File: config.mk
export PLATFORM = sky130hd
export DESIGN_NAME = echo_capture_distance_alarm_unit
export DESIGN_NICKNAME = d
export VERILOG_FILES = /design/src/hw/rtl/ecda_pkg.sv /design/src/hw/rtl/echo_capture_distance_alarm_unit.sv /design/src/hw/rtl/ecda_front.sv /design/src/hw/rtl/ecda_queue.sv /design/src/hw/rtl/ecda_back.sv
export VERILOG_INCLUDE_DIRS = /design/src /design/src/hw/rtl
export SDC_FILE = /design/constraint.sdc
export NUM_CORES = 1
export LEC_CHECK = 0
export ABC_AREA = 1
export BUFFER_PORTS_ARGS = -buffer_cell sky130_fd_sc_hd__buf_2
export CAP_MARGIN = 10
export CORE_MARGIN = 2
export CORE_UTILIZATION = 27
export CTS_BUF_LIST = sky130_fd_sc_hd__clkbuf_16
export CTS_CLUSTER_DIAMETER = 150
export DETAILED_ROUTE_END_ITERATION = 12
export HOLD_SLACK_MARGIN = 0.05
export PLACE_DENSITY_LB_ADDON = 0.2
export SYNTH_ARGS = -nofsm -noshare
export SYNTH_HDL_FRONTEND = slang
export SYNTH_SLANG_ARGS = --single-unit
File: constraint.sdc
create_clock -name clk -period 5.9 [get_ports clk]
set_input_delay 0.59 -clock clk [delete_from_list [all_inputs] [get_ports clk]]
set_output_delay 0.59 -clock clk [all_outputs]
set_load 0.02 [all_outputs]
File: src/hw/rtl/echo_capture_distance_alarm_unit_assert.svh
// Assertion macros shared by the echo capture distance alarm RTL.
`ifndef ECHO_CAPTURE_DISTANCE_ALARM_UNIT_ASSERT_SVH
`define ECHO_CAPTURE_DISTANCE_ALARM_UNIT_ASSERT_SVH

// Clocked check, masked while in reset.
`define ECDA_ASSERT(lbl, prop, msg) \
    lbl: assert property (@(posedge clk) disable iff (!rst_n) prop) else $error(msg);

// Clocked check that also holds during reset.
`define ECDA_ASSERT_ALWAYS(lbl, prop, msg) \
    lbl: assert property (@(posedge clk) prop) else $error(msg);

`endif

File: src/hw/rtl/ecda_pkg.sv
// Package: widths, constants and the queue word type of the distance alarm.
`default_nettype none

package ecda_pkg;

    localparam int COUNT_BITS = 16;
    localparam int FRAC_BITS  = 16;

    localparam int CAP_W   = COUNT_BITS;
    localparam int WIDTH_W = COUNT_BITS + 1;
    localparam int TICK_W  = COUNT_BITS + 1;
    localparam int DIST_W  = 26;
    localparam int PER_W   = 13;

    // floor(x/3) for x < 2^(COUNT_BITS+3) as (x * DIV3_MULT) >> DIV3_SHIFT
    localparam int DIV3_SHIFT = COUNT_BITS + 3;
    localparam int DIV3_W     = COUNT_BITS + 2;
    localparam longint unsigned DIV3_MULT = ((64'd1 << DIV3_SHIFT) + 64'd2) / 64'd3;

    // inches per tick scale, 0.0343/2.54 with FRAC_BITS fraction bits
    localparam int K_W = FRAC_BITS - 6;
    localparam longint unsigned INCH_SCALE =
        ((64'd343 << FRAC_BITS) + 64'd12700) / 64'd25400;

    localparam int NEAR_INCHES = 12;
    localparam int MID_INCHES  = 24;
    localparam int TONE_BASE   = 1000;
    localparam int TONE_SLOPE  = 208;
    localparam int MODULUS_RESET = 44999;

    localparam logic [DIST_W-1:0] NEAR_LIM =
        DIST_W'(64'(NEAR_INCHES) << FRAC_BITS);
    localparam logic [DIST_W-1:0] MID_LIM =
        DIST_W'(64'(MID_INCHES) << FRAC_BITS);

    localparam int QUEUE_DEPTH = 2;

    // one word from front to back
    typedef struct packed {
        logic               off;
        logic [WIDTH_W-1:0] width;
    } ecda_word_t;

endpackage

`default_nettype wire

File: src/hw/rtl/echo_capture_distance_alarm_unit.sv
// Top level of the echo capture distance alarm: front, queue and back.
//
//  channel   dir   handshake            word
//  -------   ---   ------------------   ------------------------------------------
//  cfg       in    cfg_we               cfg_wdata -> timer_modulus
//  in        in    in_valid/in_ready    capture_value, measure_enable
//  out       out   out_valid/out_ready  pulse_width, distance_inches_q16, red_led,
//                                       blue_led, buzzer_on, buzzer_period
//
// One capture word accepted per cycle while in_ready is high; out_valid rises after
// the closing capture's queue write and the ticks, distance and tone stages.
// The first capture of an enabled pair only updates the pairing registers.
// A two-word queue separates front and back; in_ready drops only when it is full.
// The back pipeline holds in place while out_ready is low.
// Reset (rst_n low, async) clears the pairing state, queue and pipeline valids and
// loads timer_modulus with 44999.
`default_nettype none

module echo_capture_distance_alarm_unit (
    input  wire logic                        clk,
    input  wire logic                        rst_n,
    input  wire logic                        cfg_we,
    input  wire logic [15:0]                 cfg_wdata,
    input  wire logic                        in_valid,
    output logic                             in_ready,
    input  wire logic [ecda_pkg::CAP_W-1:0]  capture_value,
    input  wire logic                        measure_enable,
    output logic                             out_valid,
    input  wire logic                        out_ready,
    output logic [ecda_pkg::WIDTH_W-1:0]     pulse_width,
    output logic [ecda_pkg::DIST_W-1:0]      distance_inches_q16,
    output logic                             red_led,
    output logic                             blue_led,
    output logic                             buzzer_on,
    output logic [ecda_pkg::PER_W-1:0]       buzzer_period
);
    import ecda_pkg::*;

    logic       q_full, q_valid, push, pop;
    ecda_word_t push_word, q_word;

    // pairing and width
    ecda_front u_front (
        .clk            (clk),
        .rst_n          (rst_n),
        .cfg_we         (cfg_we),
        .cfg_wdata      (cfg_wdata),
        .in_valid       (in_valid),
        .in_ready       (in_ready),
        .capture_value  (capture_value),
        .measure_enable (measure_enable),
        .q_full         (q_full),
        .push           (push),
        .push_word      (push_word)
    );

    // decoupling queue
    ecda_queue u_queue (
        .clk       (clk),
        .rst_n     (rst_n),
        .push      (push),
        .push_word (push_word),
        .full      (q_full),
        .q_valid   (q_valid),
        .pop       (pop),
        .q_word    (q_word)
    );

    // distance, zone and tone
    ecda_back u_back (
        .clk                 (clk),
        .rst_n               (rst_n),
        .q_valid             (q_valid),
        .q_word              (q_word),
        .pop                 (pop),
        .out_valid           (out_valid),
        .out_ready           (out_ready),
        .pulse_width         (pulse_width),
        .distance_inches_q16 (distance_inches_q16),
        .red_led             (red_led),
        .blue_led            (blue_led),
        .buzzer_on           (buzzer_on),
        .buzzer_period       (buzzer_period)
    );

endmodule

`default_nettype wire

File: src/hw/rtl/ecda_front.sv
// Front: holds the timer modulus, pairs captures and forms the pulse width.
`default_nettype none

module ecda_front (
    input  wire logic                      clk,
    input  wire logic                      rst_n,
    input  wire logic                      cfg_we,
    input  wire logic [15:0]               cfg_wdata,
    input  wire logic                      in_valid,
    output logic                           in_ready,
    input  wire logic [ecda_pkg::CAP_W-1:0] capture_value,
    input  wire logic                      measure_enable,
    input  wire logic                      q_full,
    output logic                           push,
    output ecda_pkg::ecda_word_t           push_word
);
    import ecda_pkg::*;

    logic [15:0]      modulus_reg;
    logic [CAP_W-1:0] first_reg, first_next;
    logic             phase_reg, phase_next;
    logic             accept;
    logic [WIDTH_W-1:0] width;

    assign in_ready = !q_full;
    assign accept   = in_valid && in_ready;

    always_comb
    begin
        if (capture_value > first_reg)
        begin
            width = WIDTH_W'(capture_value) - WIDTH_W'(first_reg);
        end
        else
        begin
            width = WIDTH_W'(capture_value) - WIDTH_W'(first_reg)
                  + WIDTH_W'(modulus_reg) + WIDTH_W'(1);
        end
    end

    always_comb
    begin
        first_next = first_reg;
        phase_next = phase_reg;
        if (accept && measure_enable)
        begin
            phase_next = !phase_reg;
            if (!phase_reg)
            begin
                first_next = capture_value;
            end
        end
    end

    // disabled captures answer at once; enabled ones only on the closing edge
    assign push            = accept && (!measure_enable || phase_reg);
    assign push_word.off   = !measure_enable;
    assign push_word.width = measure_enable ? width : '0;

    always_ff @(posedge clk or negedge rst_n)
    begin
        if (!rst_n)
        begin
            modulus_reg <= 16'(MODULUS_RESET);
            first_reg   <= '0;
            phase_reg   <= 1'b0;
        end
        else
        begin
            if (cfg_we)
            begin
                modulus_reg <= cfg_wdata;
            end
            first_reg <= first_next;
            phase_reg <= phase_next;
        end
    end

endmodule

`default_nettype wire

File: src/hw/rtl/ecda_queue.sv
// Queue: two-entry FIFO of words between front and back.
`default_nettype none
`include "echo_capture_distance_alarm_unit_assert.svh"

module ecda_queue (
    input  wire logic                 clk,
    input  wire logic                 rst_n,
    input  wire logic                 push,
    input  ecda_pkg::ecda_word_t      push_word,
    output logic                      full,
    output logic                      q_valid,
    input  wire logic                 pop,
    output ecda_pkg::ecda_word_t      q_word
);
    import ecda_pkg::*;

    ecda_word_t mem [QUEUE_DEPTH];
    logic       wr_ptr_reg, wr_ptr_next;
    logic       rd_ptr_reg, rd_ptr_next;
    logic [1:0] count_reg, count_next;

    assign full    = (count_reg == 2'(QUEUE_DEPTH));
    assign q_valid = (count_reg != 2'd0);
    assign q_word  = mem[rd_ptr_reg];

    always_comb
    begin
        wr_ptr_next = push ? !wr_ptr_reg : wr_ptr_reg;
        rd_ptr_next = pop  ? !rd_ptr_reg : rd_ptr_reg;
        count_next  = count_reg + 2'(push) - 2'(pop);
    end

    always_ff @(posedge clk)
    begin
        if (push)
        begin
            mem[wr_ptr_reg] <= push_word;
        end
    end

    always_ff @(posedge clk or negedge rst_n)
    begin
        if (!rst_n)
        begin
            wr_ptr_reg <= 1'b0;
            rd_ptr_reg <= 1'b0;
            count_reg  <= '0;
        end
        else
        begin
            wr_ptr_reg <= wr_ptr_next;
            rd_ptr_reg <= rd_ptr_next;
            count_reg  <= count_next;
        end
    end

    `ECDA_ASSERT_ALWAYS(a_q_count_max, count_reg <= 2'(QUEUE_DEPTH), "queue over depth")
    `ECDA_ASSERT(a_q_no_push_full, push |-> !full, "push into full queue")
    `ECDA_ASSERT(a_q_no_pop_empty, pop |-> q_valid, "pop from empty queue")

endmodule

`default_nettype wire

File: src/hw/rtl/ecda_back.sv
// Back: three-stage pipeline from pulse width to distance, zone and tone.
`default_nettype none
`include "echo_capture_distance_alarm_unit_assert.svh"

module ecda_back (
    input  wire logic                        clk,
    input  wire logic                        rst_n,
    input  wire logic                        q_valid,
    input  ecda_pkg::ecda_word_t             q_word,
    output logic                             pop,
    output logic                             out_valid,
    input  wire logic                        out_ready,
    output logic [ecda_pkg::WIDTH_W-1:0]     pulse_width,
    output logic [ecda_pkg::DIST_W-1:0]      distance_inches_q16,
    output logic                             red_led,
    output logic                             blue_led,
    output logic                             buzzer_on,
    output logic [ecda_pkg::PER_W-1:0]       buzzer_period
);
    import ecda_pkg::*;

    localparam int PROD_W = TICK_W + K_W;

    // stage 1: ticks = width*2/3
    logic               s1_v_reg;
    logic               s1_off_reg;
    logic [WIDTH_W-1:0] s1_width_reg;
    logic [TICK_W-1:0]  s1_ticks_reg;
    // stage 2: saturated distance
    logic               s2_v_reg;
    logic               s2_off_reg;
    logic [WIDTH_W-1:0] s2_width_reg;
    logic [DIST_W-1:0]  s2_dist_reg;
    // stage 3: output register
    logic               out_v_reg;

    logic en_out, en2, en1;
    logic [DIV3_W-1:0]          twice_w;
    logic [2*DIV3_W-1:0]        div3_prod;
    logic [PROD_W-1:0]          dist_prod;
    logic                       dist_sat;
    logic [DIST_W-1:0]          dist_val;
    logic [DIST_W+7:0]          tone_prod;
    logic                       near, mid;
    logic [PER_W-1:0]           period;

    assign en_out = !out_v_reg || out_ready;
    assign en2    = !s2_v_reg  || en_out;
    assign en1    = !s1_v_reg  || en2;
    assign pop    = q_valid && en1;
    assign out_valid = out_v_reg;

    always_comb
    begin
        twice_w   = {q_word.width, 1'b0};
        div3_prod = twice_w * DIV3_W'(DIV3_MULT);
        dist_prod = s1_ticks_reg * K_W'(INCH_SCALE);
        dist_sat  = |(dist_prod >> DIST_W);
        dist_val  = dist_sat ? '1 : DIST_W'(dist_prod);
        tone_prod = s2_dist_reg * 8'(TONE_SLOPE);
        period    = PER_W'(tone_prod >> FRAC_BITS) + PER_W'(TONE_BASE);
        near      = !s2_off_reg && (s2_dist_reg < NEAR_LIM);
        mid       = !s2_off_reg && !near && (s2_dist_reg < MID_LIM);
    end

    // payload
    always_ff @(posedge clk)
    begin
        if (en1 && q_valid)
        begin
            s1_off_reg   <= q_word.off;
            s1_width_reg <= q_word.width;
            s1_ticks_reg <= TICK_W'(div3_prod >> DIV3_SHIFT);
        end
        if (en2 && s1_v_reg)
        begin
            s2_off_reg   <= s1_off_reg;
            s2_width_reg <= s1_width_reg;
            s2_dist_reg  <= s1_off_reg ? '0 : dist_val;
        end
        if (en_out && s2_v_reg)
        begin
            pulse_width         <= s2_width_reg;
            distance_inches_q16 <= s2_dist_reg;
            red_led             <= near;
            blue_led            <= mid;
            buzzer_on           <= near || mid;
            buzzer_period       <= (near || mid) ? period : '0;
        end
    end

    // control
    always_ff @(posedge clk or negedge rst_n)
    begin
        if (!rst_n)
        begin
            s1_v_reg  <= 1'b0;
            s2_v_reg  <= 1'b0;
            out_v_reg <= 1'b0;
        end
        else
        begin
            if (en1)
            begin
                s1_v_reg <= q_valid;
            end
            if (en2)
            begin
                s2_v_reg <= s1_v_reg;
            end
            if (en_out)
            begin
                out_v_reg <= s2_v_reg;
            end
        end
    end

    `ECDA_ASSERT(a_b_zone_excl, out_valid |-> !(red_led && blue_led), "both zone LEDs lit")
    `ECDA_ASSERT(a_b_buzz_zone, out_valid |-> (buzzer_on == (red_led || blue_led)),
        "buzzer disagrees with zone")
    `ECDA_ASSERT(a_b_red_near, (out_valid && red_led) |-> (distance_inches_q16 < NEAR_LIM),
        "red LED outside near zone")
    `ECDA_ASSERT(a_b_quiet, (out_valid && !buzzer_on) |-> (buzzer_period == '0),
        "tone period set with buzzer off")

endmodule

`default_nettype wire

* Yosys cells after proc, flatten, opt, wreduce, memory -nomap -nowiden
Memory sizes are Yosys's and may differ from the RTL's.
Cells that the tools add are included.
** Storage, ports and cells
- Word-level logic and storage cells :: 67
- Register bits :: 178
- RAM bits :: 36
- Input bits :: 38
- Memories kept :: 1
- Output and inout bits :: 61
** Operators by class
- $lt $le $gt $ge :: 3
- Bitwise logic cells :: 1
- Multiply operators :: 3
- Equal/unequal tests :: 1
- Reduce and logical (&&, ||, !) cells :: 26
- Mux-type cells :: 5
- Add/sub/neg operators :: 6
** Memory list
- u_queue.mem :: words 2, width 18, read ports 1, clocked after Yosys merged registers in 0, write ports 1, RTL line ecda_queue.sv:17 : ecda_word_t mem [QUEUE_DEPTH];
** Operator list (number)
- $mul A17 B18 Y35 const B :: 1
- $mux W17 :: 2
- $mul A17 B10 Y27 const B :: 1
- $lt A26 B20 Y1 const B :: 1
- $lt A26 B21 Y1 const B :: 1
- $mul A26 B4 Y25 const B :: 1
- $mux W26 :: 1
- $add A17 B1 Y17 const B :: 1
- $add A17 B16 Y17 :: 1
- $sub A16 B16 Y17 :: 1
- $gt A16 B16 Y1 :: 1
- $add A13 B10 Y13 const B :: 1
- $logic_not A1 Y1 :: 10
- $logic_and A1 B1 Y1 :: 9
- $logic_or A1 B1 Y1 :: 5
- $add A2 B1 Y2 :: 1
- $eq A2 B2 Y1 const B :: 1
- $mux W1 :: 2
- $reduce_and A2 Y1 :: 1
- $reduce_bool A2 Y1 :: 1
- $sub A2 B1 Y2 :: 1
- $not A1 Y1 :: 1

* Logic depth before layout (Yosys ltp)
Gate-level depths: netlist of the first run.
- Depth after elaboration :: 6
- Gate-level depth with buffers :: 28
- Gate-level depth less buffers :: 27

* Hierarchy
Synthesis of the first run repeated with hierarchy kept, for this count alone.
** Unflattened totals
- Cell total of the unflattened synthesis :: 2434
- Area total of the unflattened synthesis :: 21201.6 µm²
** Modules (own cells, without submodules)
- ecda_back :: sequential area each 4219.0 µm², times used 1, area each 15852.7 µm², cells an instance 1695
- ecda_front :: sequential area each 839.6 µm², times used 1, area each 3727.3 µm², cells an instance 620
- ecda_queue :: sequential area each 1181.1 µm², times used 1, area each 1621.6 µm², cells an instance 119

* Least setup slack after synthesis of the first run
Ideal clock, no wire load.
- Path type :: reg2reg
- Start point :: register u_queue.rd_ptr_reg
- End point :: register u_back.s1_ticks_reg[16], data pin
- Path buffers :: 2
- Clock period less this slack :: 5624 ps
- Stages on the path, launching flop included :: 26
- Data arrival time :: 5372 ps
- Setup time :: 252 ps
- Data required time :: 5648 ps
- Path slack :: 276 ps
- Path through :: dfrtp_1 buf_6 inv_6 clkbuf_1 nand2_1 nand2_1 ha_1 inv_1 fa_1 fa_1 inv_1 fa_1 fa_1 inv_1 fa_1 inv_1 ha_1 a21oi_1 o21a_1 nor2_1 nor2_1 nor2_1 a211oi_1 nand2_1 nand2_1 nand2_1
** RTL lines
- start: declaration :: RTL line ecda_queue.sv:19 : logic rd_ptr_reg, rd_ptr_next;
- start signal: assignment :: RTL line ecda_queue.sv:52 : rd_ptr_reg <= rd_ptr_next;
- end signal: assignment :: RTL line ecda_back.sv:73 : s1_ticks_reg <= TICK_W'(div3_prod >> DIV3_SHIFT);
- end: declaration :: RTL line ecda_back.sv:28 : logic [TICK_W-1:0] s1_ticks_reg;

==> out/metrics.cfg, run 1 <==
[status]
outcome=complete, no violations

[timing]
post-route-period-util=0.967
setup_viol=0
skew_ns=0.0217
drv_slew=0
rsz0062_at_grt=yes
max_slew_margin=0.261
period_minus_slack_ns=5.71
hold_ws_ns=0.185
fmax_mhz=175
hold_viol_final=0
max_slew.worst_pin.slew_ns=1.11

[flow_run]
cap_violations=0

[global_routing]
grt_max_degree=60
grt_pass1_vias=15611
antenna_found_initial=0
grtUsageTotal=0.132
grt_overflow=0
grt_pass1_wl_mm=82.5

[layout]
layout-drive-gt1-share=0.131
final_cell_mix=529 x inv_1, 346 x nand2_1, 276 x ha_1
area_growth_pct=14.9
post-route-util=0.314
fill_cells=7880
n_antenna_cell=0
final_common_cell=inv_1
largest_register_ffs=36
design_area_sq_um=23500
nNetsFinal=2883

[placed_design]
dpl.hpwl_mm=42.1
port_buffers=98
place_congestion=0.885
dpl-instance-area_sq_um=22400

[critical_path]
cp_slowest_cell=fa_1
cp.required_ns=6.20
crit_type=reg2reg
cp-start-kind=register
timing.rr.end=u_back.s1_ticks_reg[15]
reg2regPathDepth=24
worstPathArrival_ns=6.00
path_max_fanout=11
regToRegSetupSlack_ns=0.19
endpoint_kind=register
slowest_delay_ns=0.55
crit_chain=buf_4 -> buf_6 -> nand2_1 -> nand2_1 -> ha_1 -> inv_1 -> fa_1 -> inv_2 -> fa_1 -> fa_1 -> fa_1 -> inv_1 -> fa_1 -> inv_1 -> ha_1 -> a21oi_1 -> inv_1 -> a31oi_2 -> o21ai_0 -> a21oi_1 -> nand2_1 -> nand2_1 -> nand2_1 -> xor2_1
r2r-start=u_queue.rd_ptr_reg

[die]
row_count=100
coreArea_sq_um=74700
die_w_um=279
die_h_um=279
ios=99
dieArea_sq_um=77800
start_util=0.273

[route]
viasPerCell=4.41
ant_nets=0
first_pass_iters=5
drc=0
num_vias=14890
wl_mm=50.4
drtIter0Drc=584
wire_per_inst_um=14.9

[synth]
synth_edf_count=174
synth_area_leaders=edfxtp_1 26%, ha_1 17%, fa_1 17%
syn-cell-area_sq_um=20400
synth_top_area_share=0.256
synth-seq-cells=214
syn_inst=2221
ys_warn_count=0
synth_nets=2716
seq_area_frac_synth=0.306
synthArstFlopShare=0.187
yosysTopAreaCell=edfxtp_1
synthDistinctLibCells=52
syn-mean-instance-area_sq_um=9.19
synth_top_flop_cell=edfxtp_1

[clocking]
clkTransAtPathRegs_ns=0.06
htree_levels=1
cts_sinks=214
root_buffer=clkbuf_16
hold_buffers=0
cts_tree=yes
cts_inserted_buffers=25
clk_latency_ns=0.56
clockBufferDepth=3

[hold_path]
min_path_type=in2async

## timing repair
item / in CTS / in global routing
endpoints found under the setup margin: 17 / 17
setup buffers: 0 / 5
pin swaps: 0 / 17
gates cloned: 0 / 0
resized for setup: 3 / 51
## per-stage QoR
| stage | instances | setup slack, ns | setup TNS, ns |
|---|---|---|---|
| 2_1_floorplan | 2221 | 0.276 | 0 |
| 3_3_place_gp | 3325 | -0.138 | -0.871 |
| 3_5_place_dp | 3325 | -0.199 | -1.93 |
| 4_1_cts | 3371 | 0.00155 | 0 |
| 5_1_grt | 3376 | -0.0702 | -0.176 |
| 6_report | 3376 | 0.195 | 0 |
## layout make-up
class / instances / area, sq um / area share
flip-flops and latches: 214 / 6240 / 0.266
clock inverters: 21 / 148 / 0.00629
well taps: 969 / 1210 / 0.0517
clock buffers: 25 / 626 / 0.0267
inverters: 533 / 2010 / 0.0855
multi-input cells: 1458 / 12300 / 0.524
repair buffers: 156 / 930 / 0.0396
## cell families after synthesis
group,count (synthesis),share of synthesized area
and+or+nand+nor,623,0.129
AOI/OAI and AO/OA,296,0.0815
DFF,214,0.306
muxes,15,0.00827
xor gates and xnor gates,67,0.0287
buffers and inverters,549,0.103
adders and majority gates,457,0.343
## synthesized netlist by cell type (3+ instances only)
master and n:
a21o_1 8, clkbuf_1 9, nand3b_1 7, nand4_1 16, nand2_2 10, inv_2 4
a21boi_0 5, a21oi_1 143, o21ai_1 27, buf_6 5, inv_1 528, mux2_2 15
dfstp_2 11, nand3_1 61, o21ai_0 64, dfrtp_1 29, fa_1 172, nor2_2 6
o21bai_1 11, a31o_2 3, a21oi_2 4, ha_1 285, nor3_1 16, o21a_1 8
a31oi_1 10, nand2_1 350, edfxtp_1 174, nor2_1 134, nand3_2 5, xnor2_1 30
nor4_1 3, or2_2 4, xor2_1 37, o21ai_2 5
## worst max-delay path, delay by kind of cell, from the launching register on
| kind | cells | cell delay (ns) |
|---|---|---|
| AND/OR/NAND/NOR | 5 | 0.40 |
| buffers and inverters | 7 | 0.62 |
| adder cells (fa/ha/maj) | 7 | 3.22 |
| XOR/XNOR | 1 | 0.16 |
| AO/OA/AOI/OAI | 4 | 0.59 |
| flip-flops | 1 | 0.44 |
## routing by layer
metal,GRT usage,part of all wire
met5,0,0
met4,0.0299,0.021
met3,0.0151,0.023
met1,0.172,0.47
met2,0.233,0.49
## worst max path at each step
| stage | startpoint | endpoint |
|---|---|---|
| 5_1_grt | u_queue.rd_ptr_reg | u_back.s1_ticks_reg[14] |
| 6_report | u_queue.rd_ptr_reg | u_back.s1_ticks_reg[15] |
| 4_1_cts | u_queue.rd_ptr_reg | u_back.s1_ticks_reg[13] |
| 3_3_place_gp | u_queue.rd_ptr_reg | u_back.s1_ticks_reg[16] |
| 3_5_place_dp | u_queue.rd_ptr_reg | u_back.s1_ticks_reg[13] |
| 2_1_floorplan | u_queue.rd_ptr_reg | u_back.s1_ticks_reg[16] |
Power of run 1 is not shown: default switching activity piles up to over one toggle a cycle in this logic, so the estimate is an artifact.
==> run 2, diff against run 1 <==
--- a/config.mk
+++ b/config.mk
@@ -10,7 +10,7 @@
 export BUFFER_PORTS_ARGS = -buffer_cell sky130_fd_sc_hd__buf_2
 export CAP_MARGIN = 10
 export CORE_MARGIN = 2
-export CORE_UTILIZATION = 27
+export CORE_UTILIZATION = 38
 export CTS_BUF_LIST = sky130_fd_sc_hd__clkbuf_16
 export CTS_CLUSTER_DIAMETER = 150
 export DETAILED_ROUTE_END_ITERATION = 12
==> run 2 against run 1 <==
  * Clock skew shrank 0.013 ns
  * Hold slack gained 0.0042 ns
  * Highest routed layer unchanged
  * Maximum frequency shrank 0.26%
  * Critical path type unchanged
  * Clock-buffer cell count rose by 2
  * Critical path depth unchanged
  * Die area shrank 29%
  * First-iteration DRC count up 1.5%
  * Largest cell class unchanged
==> out/metrics.cfg, run 2 (synthesized netlist as in run 1, its figures left out) <==
[layout]
design_area_sq_um=23200  ; was 23500 sq um
final_cell_mix=522 x inv_1, 349 x nand2_1, 274 x ha_1  ; was 529 x inv_1, 346 x nand2_1, 276 x ha_1
area_growth_pct=13.8  ; was 14.9%
seq_area_sq_um=6240  ; unchanged
multiInputGateArea_sq_um=12300  ; about the same
nNetsFinal=2881  ; was 2883
largest_register_ffs=36  ; unchanged
finalNonFillerCells=3093  ; was 3376
final_common_cell=inv_1  ; unchanged
n_antenna_cell=0  ; unchanged
fill_cells=5217  ; was 7880
layout-drive-gt1-share=0.133  ; was 0.131

[critical_path]
timing.critical_path.from=u_queue.rd_ptr_reg  ; unchanged
crit_chain=buf_4 -> buf_4 -> nand2_1 -> nand2_1 -> ha_4 -> inv_2 -> fa_2 -> fa_2 -> buf_4 -> fa_1 -> inv_1 -> fa_1 -> inv_1 -> fa_1 -> inv_1 -> ha_1 -> buf_4 -> nand2_1 -> nor2_2 -> buf_4 -> a31oi_1 -> nand2_1 -> buf_4 -> xor2_1  ; was buf_4 -> buf_6 -> nand2_1 -> nand2_1 -> ha_1 -> inv_1 -> fa_1 -> inv_2 -> fa_1 -> fa_1 -> fa_1 -> inv_1 -> fa_1 -> inv_1 -> ha_1 -> a21oi_1 -> inv_1 -> a31oi_2 -> o21ai_0 -> a21oi_1 -> nand2_1 -> nand2_1 -> nand2_1 -> xor2_1
slowest_delay_ns=0.54  ; was 0.55 ns
cp_slowest_cell=fa_1  ; unchanged
path_max_fanout=10  ; was 11
critPathBufInv=10  ; was 7
endpoint_kind=register  ; unchanged
critPathTopFamily=adder cells  ; unchanged
cp.required_ns=6.19  ; was 6.20 ns
r2r-start=u_queue.rd_ptr_reg  ; unchanged
crit_path_frequent_cell=buf_4
worstPathArrival_ns=6.01  ; was 6.00 ns
cp-start-kind=register  ; unchanged
crit_type=reg2reg  ; unchanged

[status]
outcome=complete, no violations  ; unchanged

[global_routing]
grt_max_degree=45  ; was 60
grt_pass1_vias=15548  ; was 15611
grtUsageTotal=0.174  ; was 0.132
grt_overflow=0  ; unchanged
antenna_found_initial=0  ; unchanged
use_met2=0.317  ; was 0.233
grt_pass1_wl_mm=78.4  ; was 82.5 mm
grt_busiest_layer=met2  ; unchanged
grtUsageMet1=0.216  ; was 0.172
met3_usage=0.0276  ; was 0.0151

[timing]
max_slew_margin=0.197  ; was 0.261
rsz0062_at_grt=yes  ; unchanged
hold_ws_ns=0.189  ; was 0.185 ns
fmax_mhz=175  ; about the same
skew_ns=0.00885  ; was 0.0217 ns
max_slew.worst_pin.slew_ns=1.20  ; was 1.11 ns
period_minus_slack_ns=5.72  ; was 5.71 ns
setup_viol=0  ; unchanged
hold_viol_final=0  ; unchanged
drv_slew=0  ; unchanged
post-route-period-util=0.970  ; was 0.967

[route]
viasPerCell=4.83  ; was 4.41
drtIter0Drc=593  ; was 584
drc=0  ; unchanged
num_vias=14933  ; was 14890
ant_nets=0  ; unchanged
wire_per_inst_um=15.4  ; was 14.9 um
first_pass_iters=5  ; unchanged
wl_mm=47.5  ; was 50.4 mm

[die]
coreArea_sq_um=52900  ; was 74700 sq um
ios=99  ; unchanged
die_h_um=236  ; was 279 um
row_count=84  ; was 100
start_util=0.386  ; was 0.273
dieArea_sq_um=55600  ; was 77800 sq um
die_w_um=236  ; was 279 um

[placed_design]
port_buffers=98  ; unchanged
place_congestion=0.924  ; was 0.885
dpl.hpwl_mm=40.1  ; was 42.1 mm
dpl-instance-area_sq_um=22000  ; was 22400 sq um
dp.cells=3040  ; was 3325

[clocking]
hold_buffers=0  ; unchanged
root_buffer=clkbuf_16  ; unchanged
clockBufferDepth=3  ; unchanged
cts_sinks=214  ; unchanged
clkTransAtPathRegs_ns=0.06  ; about the same
clk_latency_ns=0.54  ; was 0.56 ns
htree_levels=1  ; unchanged
cts_inserted_buffers=26  ; was 25
cts_tree=yes  ; unchanged

[flow_run]
cap_violations=0  ; unchanged

[hold_path]
min_path_type=in2async  ; unchanged

==> run 2: changes by cell type in the layout (fill, tap and decap cells not counted), moves of 3 or more <==
| cell | delta |
|---|---|
| inv_1 | -7 |
| clkinv_4 | +5 |
| buf_4 | -3 |
| bufinv_16 | +3 |
| nand2_1 | +3 |
| nand2_2 | -3 |
==> run 2: through the flow <==
step                utilization   TNS, ns  setup slack, ns
floorplan                     -         0            0.276
global placement          0.417  -0.00986         -0.00986
detailed placement        0.417    -0.381           -0.119
CTS                       0.434         0          0.00969
global route              0.440    -0.194          -0.0601
finish                    0.440         0            0.180
==> run 2: per-layer routing <==
metal / share of wire / wire length [um]
met4: 0.020 / 926
met5: 0 / 0
met3: 0.036 / 1710
met1: 0.44 / 20700
met2: 0.51 / 24100
==> run 2: final cells by class <==
cell class              instances  share of cell area
clock buffers                  27              0.0291
clock inverters                20              0.0102
inverters                     533              0.0863
multi-input cells            1458               0.530
flip-flops and latches        214               0.269
well taps                     688              0.0370
repair buffers                153              0.0390
==> run 2: repair_timing <==
action,CTS,global route
gates resized for setup,3,53
pin swaps,0,11
gates cloned,0,0
setup buffers,0,6
setup endpoints to repair,11,17
==> run 2: worst reg2reg max path: stages, from the launching register on <==
cell     delay, ns
dfrtp_2       0.44
buf_4         0.17
buf_4         0.17
nand2_1       0.06
nand2_1       0.10
ha_4          0.29
inv_2         0.04
fa_2          0.42
fa_2          0.48
buf_4         0.16
fa_1          0.54
inv_1         0.06
fa_1          0.52
inv_1         0.05
fa_1          0.54
inv_1         0.05
ha_1          0.33
buf_4         0.16
nand2_1       0.11
nor2_2        0.06
buf_4         0.13
a31oi_1       0.15
nand2_1       0.13
buf_4         0.16
xor2_1        0.14
==> run 2: final timing paths <==
check	to	cells after the start	slack [ns]
max reg2reg	u_back.s1_ticks_reg[6]	24	0.18
min in group clk	u_front.modulus_reg[6]	2	0.28
min reg2reg	u_back.pulse_width[14]	0	0.42
min	u_front.first_reg[5]	1	0.19
max in group asynchronous	u_queue.rd_ptr_reg	1	5.05
max	u_back.s1_ticks_reg[6]	24	0.18
Power of run 2 is left out for the same reason.
==> run 3, diff against run 2 <==
--- a/config.mk
+++ b/config.mk
@@ -14,6 +14,7 @@
 export CTS_BUF_LIST = sky130_fd_sc_hd__clkbuf_16
 export CTS_CLUSTER_DIAMETER = 150
 export DETAILED_ROUTE_END_ITERATION = 12
+export GPL_TIMING_DRIVEN = 0
 export HOLD_SLACK_MARGIN = 0.05
 export PLACE_DENSITY_LB_ADDON = 0.2
 export SYNTH_ARGS = -nofsm -noshare
==> run 3 against run 2 <==
  * First-iteration DRC count rose by 6.1%
  * Sequential cell count unchanged
  * Final area rose by 0.41%
  * Hold slack got worse by 0.027 ns
  * Clock skew increased by 0.0024 ns
  * Routed wire length shrank 1.8%
  * Critical path depth is 1 higher
  * Die area is the same
  * Global-route usage shrank 0.17 points
  * Final cell count fell by 0.42%
  * Largest cell class unchanged
==> out/metrics.cfg, run 3 (synthesized netlist as in run 1, its figures left out) <==
[route]
viasPerCell=4.82  ; was 4.83
drtIter0Drc=629  ; was 593
drc=0  ; unchanged
ant_nets=0  ; unchanged
wire_per_inst_um=15.1  ; was 15.4 um
num_vias=14858  ; was 14933
wl_mm=46.6  ; was 47.5 mm
first_pass_iters=5  ; unchanged

[critical_path]
endpoint_kind=register  ; unchanged
path_max_fanout=10  ; unchanged
reg2regPathDepth=25  ; was 24
cp.required_ns=6.22  ; was 6.19 ns
cp-start-kind=register  ; unchanged
crit_type=reg2reg  ; unchanged
worstPathArrival_ns=6.01  ; about the same

[layout]
finalNonFillerCells=3080  ; was 3093
nNetsFinal=2867  ; was 2881
n_antenna_cell=0  ; unchanged
fill_cells=5157  ; was 5217
final_common_cell=inv_1  ; unchanged
area_growth_pct=14.3  ; was 13.8%
final_cell_mix=519 x inv_1, 334 x nand2_1, 270 x ha_1  ; was 522 x inv_1, 349 x nand2_1, 274 x ha_1
design_area_sq_um=23300  ; was 23200 sq um
multiInputGateArea_sq_um=12500  ; was 12300 sq um
largest_register_ffs=36  ; unchanged
seq_area_sq_um=6240  ; about the same
layout-drive-gt1-share=0.138  ; was 0.133

[timing]
rsz0062_at_grt=yes  ; unchanged
period_minus_slack_ns=5.69  ; was 5.72 ns
post-route-period-util=0.965  ; was 0.970
setup_tns_ns=0  ; unchanged
max_slew.worst_pin.slew_ns=0.933  ; was 1.20 ns
hold_viol_final=0  ; unchanged
setup_viol=0  ; unchanged
hold_ws_ns=0.162  ; was 0.189 ns
max_slew_margin=0.378  ; was 0.197
drv_slew=0  ; unchanged
fmax_mhz=176  ; was 175 MHz
skew_ns=0.0113  ; was 0.00885 ns

[global_routing]
grtUsageTotal=0.172  ; was 0.174
grt_pass1_vias=15588  ; was 15548
grt_pass1_wl_mm=77.9  ; was 78.4 mm
grt_max_degree=41  ; was 45
antenna_found_initial=0  ; unchanged
grt_overflow=0  ; unchanged

[die]
row_count=84  ; unchanged
die_h_um=236  ; unchanged
die_w_um=236  ; unchanged
start_util=0.386  ; unchanged
ios=99  ; unchanged
coreArea_sq_um=52900  ; unchanged
dieArea_sq_um=55600  ; unchanged

[clocking]
htree_levels=1  ; unchanged
clk_latency_ns=0.57  ; was 0.54 ns
cts_sinks=214  ; unchanged
root_buffer=clkbuf_16  ; unchanged
cts_inserted_buffers=26  ; unchanged
cts_tree=yes  ; unchanged
clockBufferDepth=3  ; unchanged
hold_buffers=0  ; unchanged
clkTransAtPathRegs_ns=0.06  ; about the same

[placed_design]
dpl.hpwl_mm=39.3  ; was 40.1 mm
dp.cells=3011  ; was 3040
place_congestion=0.894  ; was 0.924
port_buffers=97  ; was 98
dpl-instance-area_sq_um=21900  ; was 22000 sq um

[status]
outcome=complete, no violations  ; unchanged

[hold_path]
min_path_type=in2async  ; unchanged

[flow_run]
cap_violations=0  ; unchanged

==> run 3: changes by cell type in the layout (fill, tap and decap cells not counted), sizes merged <==
cell	previous run	this run
clkbuf	27	33
clkinv	11	8
buf	153	132
inv	536	539
clkinvlp	2	4
==> run 3: metrics by stage <==
stage / setup slack (ns) / utilization
CTS: 0.0187 / 0.437
floorplan: 0.276 / -
detailed placement: -0.740 / 0.414
finish: 0.206 / 0.441
global route: -0.0624 / 0.441
global placement: -0.728 / 0.412
==> run 3: worst paths after layout <==
check / to / slack [ns] / start
max reg2reg: u_back.s1_ticks_reg[13] / 0.21 / u_queue.rd_ptr_reg
min reg2reg: u_back.s2_width_reg[13] / 0.42 / u_back.s1_width_reg[13]
min in group clk: u_front.modulus_reg[0] / 0.25 / cfg_wdata[0]
max: u_back.s1_ticks_reg[13] / 0.21 / u_queue.rd_ptr_reg
max in group asynchronous: u_queue.rd_ptr_reg / 5.16 / rst_n
min: u_front.first_reg[5] / 0.16 / rst_n
==> run 3: critical path, stage by stage (launching register included) <==
cell and delay (ns):
dfrtp_1 0.34, buf_6 0.14, inv_8 0.06, or2_2 0.30
o21ai_4 0.10, inv_2 0.08, ha_4 0.27, inv_2 0.05
fa_2 0.56, fa_2 0.50, fa_1 0.55, inv_1 0.06
fa_1 0.53, inv_1 0.05, fa_1 0.52, inv_1 0.06
ha_4 0.27, nand2_1 0.08, nor2_2 0.15, inv_1 0.09
nor3_2 0.16, nand3_1 0.11, nand2_2 0.11, nand4_1 0.13
nand3_1 0.10, nand2_1 0.05
==> run 3: layout make-up <==
type | instances | share of cell area
plain buffers | 16 | 0.00493
clock buffers | 26 | 0.0279
clock inverters | 22 | 0.0112
inverters | 533 | 0.0861
multi-input cells | 1458 | 0.534
flip-flops and latches | 214 | 0.267
well taps | 688 | 0.0369
repair buffers | 123 | 0.0317
==> run 3: timing repair <==
action,in CTS,in global routing
pin swaps,12,32
gates resized for setup,61,43
setup endpoints to repair,17,17
setup buffers,10,11
==> run 3: layer usage <==
metal / GRT usage / vias to the layer above / wire length, um
li1: - / 7411 / -
met1: 0.219 / 7185 / 20600
met2: 0.309 / 201 / 23300
met3: 0.0247 / 61 / 1710
met4: 0.0363 / 0 / 1020
met5: 0 / - / 0
Power of run 3 is left out for the same reason.
